`src/rtl/sccd_pkg.sv`:
```
`default_nettype none

package sccd_pkg;

   // Frame geometry
   localparam int unsigned FRAME_BYTES = 20;
   localparam int unsigned POS_W       = 5;

   typedef logic [POS_W-1:0] pos_type;

   localparam pos_type POS_HUNT     = 5'd0;
   localparam pos_type POS_HDR2     = 5'd1;
   localparam pos_type POS_TYPE     = 5'd2;
   localparam pos_type POS_CRC_LAST = 5'd17;
   localparam pos_type POS_CHK_LO   = 5'd18;
   localparam pos_type POS_LAST     = 5'd19;

   // Byte codes
   localparam logic [7:0] HDR_FIRST  = 8'hAA;
   localparam logic [7:0] HDR_SECOND = 8'h55;
   localparam logic [7:0] TYPE_OK    = 8'h01;

   // CRC-16/MODBUS
   localparam logic [15:0] CRC_INIT = 16'hFFFF;
   localparam logic [15:0] CRC_POLY = 16'hA001;

   // Decoded frame; the first field sits in the highest bits.
   typedef struct packed {
      logic signed [7:0]  hat_vertical;
      logic signed [7:0]  hat_horizontal;
      logic [7:0]         right_trigger;
      logic [7:0]         left_trigger;
      logic signed [15:0] right_y;
      logic signed [15:0] right_x;
      logic signed [15:0] left_y;
      logic signed [15:0] left_x;
      logic [15:0]        buttons;
      logic [7:0]         sequence_res;
   } result_type;

   localparam int unsigned RESULT_W = $bits(result_type);

endpackage

`default_nettype wire

```
`src/rtl/sccd_crc16.sv`:
```
`default_nettype none

module sccd_crc16 (
   input  wire logic [15:0] crc_cur,
   input  wire logic [7:0]  data,
   output logic [15:0]      crc_next
);
   import sccd_pkg::*;

   // One reflected byte update, one bit per step.
   always_comb begin
      logic [15:0] acc;
      acc = crc_cur ^ {8'h00, data};
      for (int k = 0; k < 8; k++) begin
         if (acc[0]) begin
            acc = (acc >> 1) ^ CRC_POLY;
         end else begin
            acc = acc >> 1;
         end
      end
      crc_next = acc;
   end

endmodule

`default_nettype wire

```
`src/rtl/sccd_parser.sv`:
```
`default_nettype none

module sccd_parser (
   input  wire logic                clock,
   input  wire logic                reset,
   input  wire logic                step,
   input  wire logic [7:0]          rx_byte,
   output logic                     frame_good,
   output sccd_pkg::result_type     frame_data
);
   import sccd_pkg::*;

   pos_type     pos_ff, pos_in;
   logic [15:0] crc_ff, crc_in;
   logic [15:0] crc_upd;
   logic [7:0]  store_ff [POS_TYPE:POS_CHK_LO];

   sccd_crc16 u_crc (
      .crc_cur  (crc_ff),
      .data     (rx_byte),
      .crc_next (crc_upd)
   );

   // Header hunt and frame position.
   always_comb begin
      pos_in = pos_ff;
      crc_in = crc_ff;
      if (step) begin
         priority if (pos_ff == POS_HUNT) begin
            pos_in = (rx_byte == HDR_FIRST) ? POS_HDR2 : POS_HUNT;
         end else if (pos_ff == POS_HDR2) begin
            if (rx_byte == HDR_SECOND) begin
               pos_in = POS_TYPE;
               crc_in = CRC_INIT;
            end else if (rx_byte == HDR_FIRST) begin
               pos_in = POS_HDR2;
            end else begin
               pos_in = POS_HUNT;
            end
         end else if (pos_ff == POS_LAST) begin
            pos_in = POS_HUNT;
         end else begin
            pos_in = pos_ff + 5'd1;
            if (pos_ff <= POS_CRC_LAST) begin
               crc_in = crc_upd;
            end
         end
      end
   end

   always_ff @(posedge clock) begin
      if (reset) begin
         pos_ff <= POS_HUNT;
         crc_ff <= CRC_INIT;
      end else begin
         pos_ff <= pos_in;
         crc_ff <= crc_in;
      end
   end

   // Frame bytes 2 to 18 each land in their own register.
   always_ff @(posedge clock) begin
      if (step && pos_ff >= POS_TYPE && pos_ff <= POS_CHK_LO) begin
         store_ff[pos_ff] <= rx_byte;
      end
   end

   // The last byte completes the check word.
   assign frame_good = step && (pos_ff == POS_LAST) && (store_ff[POS_TYPE] == TYPE_OK)
                       && (crc_ff == {rx_byte, store_ff[POS_CHK_LO]});

   always_comb begin
      frame_data.sequence_res   = store_ff[3];
      frame_data.buttons        = {store_ff[5], store_ff[4]};
      frame_data.left_x         = {store_ff[7], store_ff[6]};
      frame_data.left_y         = {store_ff[9], store_ff[8]};
      frame_data.right_x        = {store_ff[11], store_ff[10]};
      frame_data.right_y        = {store_ff[13], store_ff[12]};
      frame_data.left_trigger   = store_ff[14];
      frame_data.right_trigger  = store_ff[15];
      frame_data.hat_horizontal = store_ff[16];
      frame_data.hat_vertical   = store_ff[17];
   end

   // The position never leaves the frame.
   a_pos_range: assert property (@(posedge clock) disable iff (reset)
      pos_ff < pos_type'(FRAME_BYTES))
      else $error("frame position out of range");

   // A completed header always restarts the CRC.
   a_crc_restart: assert property (@(posedge clock) disable iff (reset)
      (step && pos_ff == POS_HDR2 && rx_byte == HDR_SECOND) |=>
      (crc_ff == CRC_INIT && pos_ff == POS_TYPE))
      else $error("CRC not restarted after header");

   // After the last byte the parser hunts again.
   a_frame_end: assert property (@(posedge clock) disable iff (reset)
      (step && pos_ff == POS_LAST) |=> (pos_ff == POS_HUNT))
      else $error("parser did not return to hunting");

endmodule

`default_nettype wire

```
`src/rtl/sync_crc_frame_decoder.sv`:
```
`default_nettype none

// Framed packet decoder with a CRC-16/MODBUS check. Each request carries one
// received serial byte; the block finds the 0xAA 0x55 header, collects a
// 20-byte frame, and for a frame whose type byte is 0x01 and whose CRC over
// bytes 2 to 17 matches the little-endian word in bytes 18 and 19 it emits
// one response with the decoded controller fields. Bad frames are dropped
// silently. A byte is taken every cycle while the response side does not stall:
// it passes an input register, then the header tracker and byte-wide CRC update,
// and a good frame lands in the response register as its last byte leaves the input register.
// Back-pressure on the response side stalls the byte stream only while a
// finished response is still waiting.

module sync_crc_frame_decoder (
   input  wire logic         clock,
   input  wire logic         reset,
   input  wire logic         req_tvalid,
   output logic              req_tready,
   input  wire logic [7:0]   req_tdata,   // [7:0] rx_byte
   output logic              rsp_tvalid,
   input  wire logic         rsp_tready,
   // [7:0] sequence_res, [23:8] buttons, [39:24] left_x, [55:40] left_y,
   // [71:56] right_x, [87:72] right_y, [95:88] left_trigger,
   // [103:96] right_trigger, [111:104] hat_horizontal, [119:112] hat_vertical
   output logic [119:0]      rsp_tdata
);
   import sccd_pkg::*;

   logic       in_valid_ff, in_valid_in;
   logic [7:0] in_byte_ff;
   logic       advance;
   logic       step;
   logic       frame_good;
   result_type frame_data;
   logic       rsp_valid_ff, rsp_valid_in;
   result_type rsp_data_ff;

   // The pipeline moves unless a response is stuck.
   assign advance    = !rsp_valid_ff || rsp_tready;
   assign step       = in_valid_ff && advance;
   assign req_tready = !in_valid_ff || advance;

   // Input register.
   always_comb begin
      in_valid_in = in_valid_ff;
      if (req_tvalid && req_tready) begin
         in_valid_in = 1'b1;
      end else if (advance) begin
         in_valid_in = 1'b0;
      end
   end

   always_ff @(posedge clock) begin
      if (reset) begin
         in_valid_ff <= 1'b0;
      end else begin
         in_valid_ff <= in_valid_in;
      end
   end

   always_ff @(posedge clock) begin
      if (req_tvalid && req_tready) begin
         in_byte_ff <= req_tdata;
      end
   end

   sccd_parser u_parser (
      .clock      (clock),
      .reset      (reset),
      .step       (step),
      .rx_byte    (in_byte_ff),
      .frame_good (frame_good),
      .frame_data (frame_data)
   );

   // Response register.
   always_comb begin
      rsp_valid_in = rsp_valid_ff;
      if (frame_good) begin
         rsp_valid_in = 1'b1;
      end else if (rsp_tready) begin
         rsp_valid_in = 1'b0;
      end
   end

   always_ff @(posedge clock) begin
      if (reset) begin
         rsp_valid_ff <= 1'b0;
      end else begin
         rsp_valid_ff <= rsp_valid_in;
      end
   end

   always_ff @(posedge clock) begin
      if (frame_good) begin
         rsp_data_ff <= frame_data;
      end
   end

   assign rsp_tvalid = rsp_valid_ff;
   assign rsp_tdata  = rsp_data_ff;

   // A waiting response is never overwritten.
   a_no_overwrite: assert property (@(posedge clock) disable iff (reset)
      (rsp_valid_ff && !rsp_tready) |-> !frame_good)
      else $error("response overwritten while stalled");

   // A held byte is not lost while the pipeline is stalled.
   a_hold_byte: assert property (@(posedge clock) disable iff (reset)
      (in_valid_ff && !advance) |=> (in_valid_ff && $stable(in_byte_ff)))
      else $error("held byte dropped during stall");

   // A response appears only after a byte was processed.
   a_rsp_cause: assert property (@(posedge clock) disable iff (reset)
      $rose(rsp_valid_ff) |-> $past(step))
      else $error("response without a processed byte");

endmodule

`default_nettype wire

```
`config.mk`:
```
export PLATFORM = sky130hd
export DESIGN_NAME = sync_crc_frame_decoder
export DESIGN_NICKNAME = d
export VERILOG_FILES = /design/src/rtl/sccd_pkg.sv /design/src/rtl/sccd_crc16.sv /design/src/rtl/sccd_parser.sv /design/src/rtl/sync_crc_frame_decoder.sv
export SDC_FILE = /design/constraint.sdc
export NUM_CORES = 1
export LEC_CHECK = 0
export BUFFER_PORTS_ARGS = -buffer_cell sky130_fd_sc_hd__buf_4
export CAP_MARGIN = 20
export CORE_UTILIZATION = 55
export CTS_BUF_LIST = sky130_fd_sc_hd__clkbuf_4 sky130_fd_sc_hd__clkbuf_8
export CTS_CLUSTER_DIAMETER = 30
export CTS_CLUSTER_SIZE = 8
export DETAILED_ROUTE_END_ITERATION = 12
export GPL_TIMING_DRIVEN = 1
export PLACE_DENSITY_LB_ADDON = 0.08
export SYNTH_ARGS = -nofsm -noshare
export SYNTH_HDL_FRONTEND = slang
export SYNTH_SLANG_ARGS = --single-unit
```
`constraint.sdc`:
```
create_clock -name clock -period 33.5 [get_ports clock]
set_input_delay 8.375 -clock clock [delete_from_list [all_inputs] [get_ports clock]]
set_output_delay 8.375 -clock clock [all_outputs]
set_load 0.005 [all_outputs]
```
==> results of run 1 <==
-- power groups by stage --
stage               Combinational, mW  Clock (mW)  Sequential (mW)
finish                         0.0187       0.286            0.391
global route                   0.0201       0.309            0.391
CTS                            0.0190       0.294            0.391
detailed placement             0.0189           0            0.399
global placement               0.0188           0            0.399
floorplan                     0.00876           0            0.401
-- metal layers --
metal  global-route usage  routed length, um  vias up
met3               0.0503                996       32
met2                0.311               8300      162
met4               0.0805                339        0
met5                    0                  0        -
li1                     -                  -     2191
met1                0.247               7080     2270
-- cell usage in the layout (no fill, tap or decap), types with 2 or more instances in the layout --
cell,Yosys,final
nand4_1,3,3
clkbuf_4,0,7
xnor2_2,2,2
buf_4,1,143
xor2_1,9,9
ha_1,4,4
clkinvlp_4,0,3
and2_1,3,3
clkbuf_8,0,51
clkinv_1,0,7
inv_1,4,4
clkinv_2,0,2
nor4_1,4,3
nand3_1,5,5
nor2b_1,2,2
dfxtp_1,23,23
edfxtp_1,264,264
xnor2_1,22,22
o21bai_1,15,15
a21oi_1,10,10
nand2_1,14,14
o21ai_0,6,6
nor3_1,17,17
nor4bb_1,3,3
bufinv_16,0,2
xnor3_1,2,2
nor2_1,39,39
-- state kept, by name (all words and copies together) (netlist names) --
signal,flops
u_parser.pos_ff,5
rsp_tdata,120
u_parser.crc_ff,16
in_byte_ff,8
u_parser.store_ff,136
in_valid_ff,1
rsp_tvalid,1
-- path summary, 6_finish.rpt --
kind,slack (ps),endpoint,cells past startpoint
setup / recovery,16220,req_tready,4
hold / removal,410,rsp_tdata[105],0
setup reg to reg,30120,rsp_tdata[114],8
hold reg to reg,410,rsp_tdata[105],0
-- stage by stage --
step | instance area, um^2 | utilization | hold WS, ps | total power, mW
final | 11800 | 0.689 | 412 | 0.696
after global routing | 11800 | 0.689 | 417 | 0.720
after CTS | 11800 | 0.689 | 413 | 0.704
after detailed placement | 11000 | 0.638 | 405 | 0.418
after global placement | 11000 | 0.638 | 401 | 0.417
after floorplan | 9640 | - | 400 | 0.410
-- cell type report --
type | instances | area [um^2] | share of cell area
multi-input combinational | 178 | 1190 | 0.101
clock inverter | 15 | 128 | 0.0108
timing repair buffer | 143 | 1070 | 0.0907
inverter | 4 | 15.0 | 0.00127
sequential | 287 | 8390 | 0.709
clock buffer | 58 | 754 | 0.0638
tap | 225 | 282 | 0.0238
-- kinds of logic after synthesis --
family,share of synthesized area
muxes,0.00104
AOI/OAI and AO/OA,0.0277
DFF,0.870
adders and majority gates,0.00519
and+or+nand+nor,0.0489
xor gates and xnor gates,0.0404
buffers and inverters,0.00636
==> metrics.cfg, run 1 <==
[critical_path]
critPathMaxFanout=3
startpoint=rsp_tready
reg2reg_from=in_byte_ff[3]
critPathSlowestCell=nor2b_1
cp_common_cell=buf_4
max_stage_delay_ps=170
path_class=input pin to output port
crit_chain=buf_4 > nor2b_1 > nand2_1 > buf_4
cp-end-kind=output port
critPathLaunchType=input pin
worst-path-buf-inv=2
worstPathRequired_ps=25120
arrival_ps=8900
cpLargestDelayFamily=simple AND/OR/NAND/NOR gates

[detailed_routing]
vias_per_cell=5.12
drt-total-wl_mm=16.7
wire_per_inst_um=18.4
postRouteAntennaNets=0
vias=4655
firstDrtPassIters=4
initialDrtViolationCount=206
drc=0

[cells_and_area]
layoutNonFillerInstCount=910
areaGrowthSynthToFinish_pct=22.8
fillers=1171
nets=677
diodes=0
drive_gt1_frac=0.321

[power_and_ir_drop]
p_int_mw=0.560
leakage_nw=4.14
netSwitchingPower_mw=0.136
clkPwrFrac=0.411
powerDensity_nw_per_um2=58.8
combPwrFrac=0.027
swShare=0.196
seq_power_share=0.562
ir_drop_uv=35.4

[timing]
timing.fmax_ghz=0.0579
setup_viol=0
fin_crit_sh=0.516
setup_ws_ps=16220
slew_violations=0
finalHoldViolations=0
grt_setup_unrepaired=false
clock_skew_ps=19.8
max_slew_margin=0.283
min_period_ps=17280
setup_tns_ps=0
tightest_slew_ps=1080

[clock_network]
clock_latency_ps=550
htree_num_levels=2
clk_pin_slew_worst_paths_ps=60
cts_tree=yes
cts_max_path_buffers=3
numCtsBuffers=47
post_cts_buffers=0
clock_sinks=287
cts_resized=0
cts_root_buf=clkbuf_8
cts_hold_buf=0

[global_routing]
grt_pass1_wl_mm=25.1
grt_max_degree=90
grt_pass1_vias=4574
grt-ovfl-total=0
antenna_found_initial=0
track_usage=0.192

[synth]
synth_nets=494
synthTopCellsByCount=264 x edfxtp_1, 39 x nor2_1, 23 x dfxtp_1
async_flop_share=0
ys_seq_elements=287
synth.area.top_cells=edfxtp_1 82%, dfxtp_1 4.8%, xnor2_1 2.0%
synth_ff_type=edfxtp_1
syn_area_um2=9640
yosysWarningCount=0
synth_cells=478
synth-edff-count=264
synth_top_area_share=0.823
avgSynthCellArea_um2=20.2
yosysSeqAreaShare=0.870
ys_types=42
yosys.area.top_type=edfxtp_1
synth_most_common_cell=edfxtp_1

[hold_path]
hold_start=u_parser.store_ff[16][1]
hp-class=register to register

[place]
dp_hpwl_mm=9.85
place_ws_ps=16220
port_buffers=133
dp_cells=837
place.gp.congestion=0.841

[floorplanning]
dieWidth_um=134
rows=48
start_util=0.561
die_h_um=134
num_io_pins=134
core_area_um2=17200
die_area_um2=18100

[status]
outcome=finished, final reports clean

[run]
maxCapViolations=0

Note: power is estimated with default switching activity, not from simulation.
==> run 2, diff against run 1 <==
==> constraint.sdc (replaced) <==
create_clock -name clock -period 16.2 [get_ports clock]
set_input_delay 4.05 -clock clock [delete_from_list [all_inputs] [get_ports clock]]
set_output_delay 4.05 -clock clock [all_outputs]
set_load 0.005 [all_outputs]
==> run 2 against run 1 <==
Compared with the run above: die area did not move; register-to-register slack got worse by 17000 ps; clock power rose by 110%; clock skew rose by 6.1 ps; sequential share of layout area barely moved; non-clock buffer count fell by 3; critical path depth did not move; critical path type unchanged.
==> metrics.cfg, run 2 (synthesized netlist as in run 1, its figures left out) <==
[floorplanning]
start_util=0.561  ; unchanged
die_area_um2=18100  ; unchanged
num_io_pins=134  ; unchanged
rows=48  ; unchanged
dieWidth_um=134  ; unchanged
die_h_um=134  ; unchanged
core_area_um2=17200  ; unchanged

[clock_network]
numCtsBuffers=46  ; -2.1%
post_cts_buffers=0  ; unchanged
cts_tree=yes
cts_hold_buf=0  ; unchanged
clock_latency_ps=540  ; about the same
cts_resized=0  ; unchanged
htree_num_levels=2  ; unchanged
cts_root_buf=clkbuf_8
cts_max_path_buffers=3  ; unchanged
clk_pin_slew_worst_paths_ps=60  ; about the same
clock_sinks=287  ; unchanged

[power_and_ir_drop]
power_mw=1.44  ; +110%
powerDensity_nw_per_um2=122  ; +110%
leakage_nw=4.16  ; +0.47%
ir_drop_uv=76.8  ; +120%

[detailed_routing]
vias_per_cell=5.04  ; -1.5%
drc=0  ; unchanged
drt-total-wl_mm=16.7  ; about the same
firstDrtPassIters=5  ; +1
postRouteAntennaNets=0  ; unchanged
wire_per_inst_um=18.3  ; -0.26%
initialDrtViolationCount=402  ; +95%
vias=4593  ; -1.3%

[cells_and_area]
largest_reg_flops=136  ; unchanged
areaGrowthSynthToFinish_pct=22.8  ; about the same
drive_gt1_frac=0.323  ; +0.00198
diodes=0  ; unchanged
final_cell_mix=264 x edfxtp_1, 140 x buf_4, 47 x clkbuf_8
fillers=1137  ; -2.9%
nets=673  ; -0.59%
layout.cells.most_common=edfxtp_1
largest-register=u_parser.store_ff

[global_routing]
grt_pass1_wl_mm=25.0  ; -0.30%
grt-ovfl-total=0  ; unchanged
antenna_found_initial=0  ; unchanged
grt_pass1_vias=4506  ; -1.5%
grt_max_degree=65  ; -28%
track_usage=0.189  ; -0.00204

[place]
place.gp.congestion=0.818  ; -2.7%
port_buffers=133  ; unchanged
dp_hpwl_mm=9.67  ; -1.8%

[critical_path]
path_class=input pin to output port
critPathLaunchType=input pin
worstPathRequired_ps=12150  ; -12970 ps
arrival_ps=4580  ; -4320 ps
cp-end-kind=output port
critPathMaxFanout=3  ; unchanged

[timing]
timing.fmax_ghz=0.116
tightest_slew_ps=1050  ; -26.9 ps
setup_viol=0  ; unchanged
grt_setup_unrepaired=false
finalHoldViolations=0  ; unchanged
max_slew_margin=0.300  ; +0.0179
min_period_ps=8630
setup_tns_ps=0  ; unchanged
fin_crit_sh=0.533
clock_skew_ps=25.9  ; +6.10 ps
slew_violations=0  ; unchanged

[status]
outcome=finished, final reports clean

[hold_path]
hp-class=register to register

[run]
maxCapViolations=0  ; unchanged

## run 2: final timing paths
kind | slack [ps] | endpoint | depth (start not counted) | from
max reg2reg | 13100 | rsp_tdata[0] | 6 | in_byte_ff[2]
min | 410 | rsp_tdata[23] | 0 | u_parser.store_ff[5][7]
min reg2reg | 410 | rsp_tdata[23] | 0 | u_parser.store_ff[5][7]
max | 7570 | req_tready | 4 | rsp_tready
## run 2: routing by layer
layer / up-vias / global-route usage / wire [um]
met5: - / 0 / 0
met4: 0 / 0.0724 / 278
met3: 26 / 0.0454 / 926
met2: 155 / 0.301 / 8170
met1: 2233 / 0.257 / 7340
li1: 2179 / - / -
## run 2: report_power, final
group | switching, mW | leakage, nW | total, mW | internal, mW
sequential | 0.00759 | 2.56 | 0.816 | 0.808
clock | 0.255 | 0.471 | 0.593 | 0.339
combinational | 0.0158 | 1.12 | 0.0304 | 0.0146
total | 0.278 | 4.16 | 1.44 | 1.16
## run 2: metrics by stage
stage / instance area [um^2] / worst slack (ps) / cells / hold slack (ps) / utilization
2_1_floorplan: 9640 / 4440 / 478 / 400 / -
3_3_place_gp: 10900 / 7600 / 833 / 402 / 0.636
3_5_place_dp: 10900 / 7580 / 833 / 405 / 0.636
4_1_cts: 11800 / 7570 / 911 / 406 / 0.688
5_1_grt: 11800 / 7520 / 912 / 417 / 0.689
6_report: 11800 / 7570 / 912 / 407 / 0.689
## run 2: area by class of cell
class	count	area, um^2	share of cell area
Multi-Input combinational cell	178	1200	0.102
Sequential cell	287	8390	0.709
Clock inverter	14	118	0.00994
Tap cell	225	282	0.0238
Clock buffer	64	774	0.0655
Inverter	4	15.0	0.00127
Timing Repair Buffer	140	1050	0.0888
## run 2: critical path, stage by stage
cell     delay, ps
buf_4          110
nor2b_1        180
nand2_1        100
buf_4          140
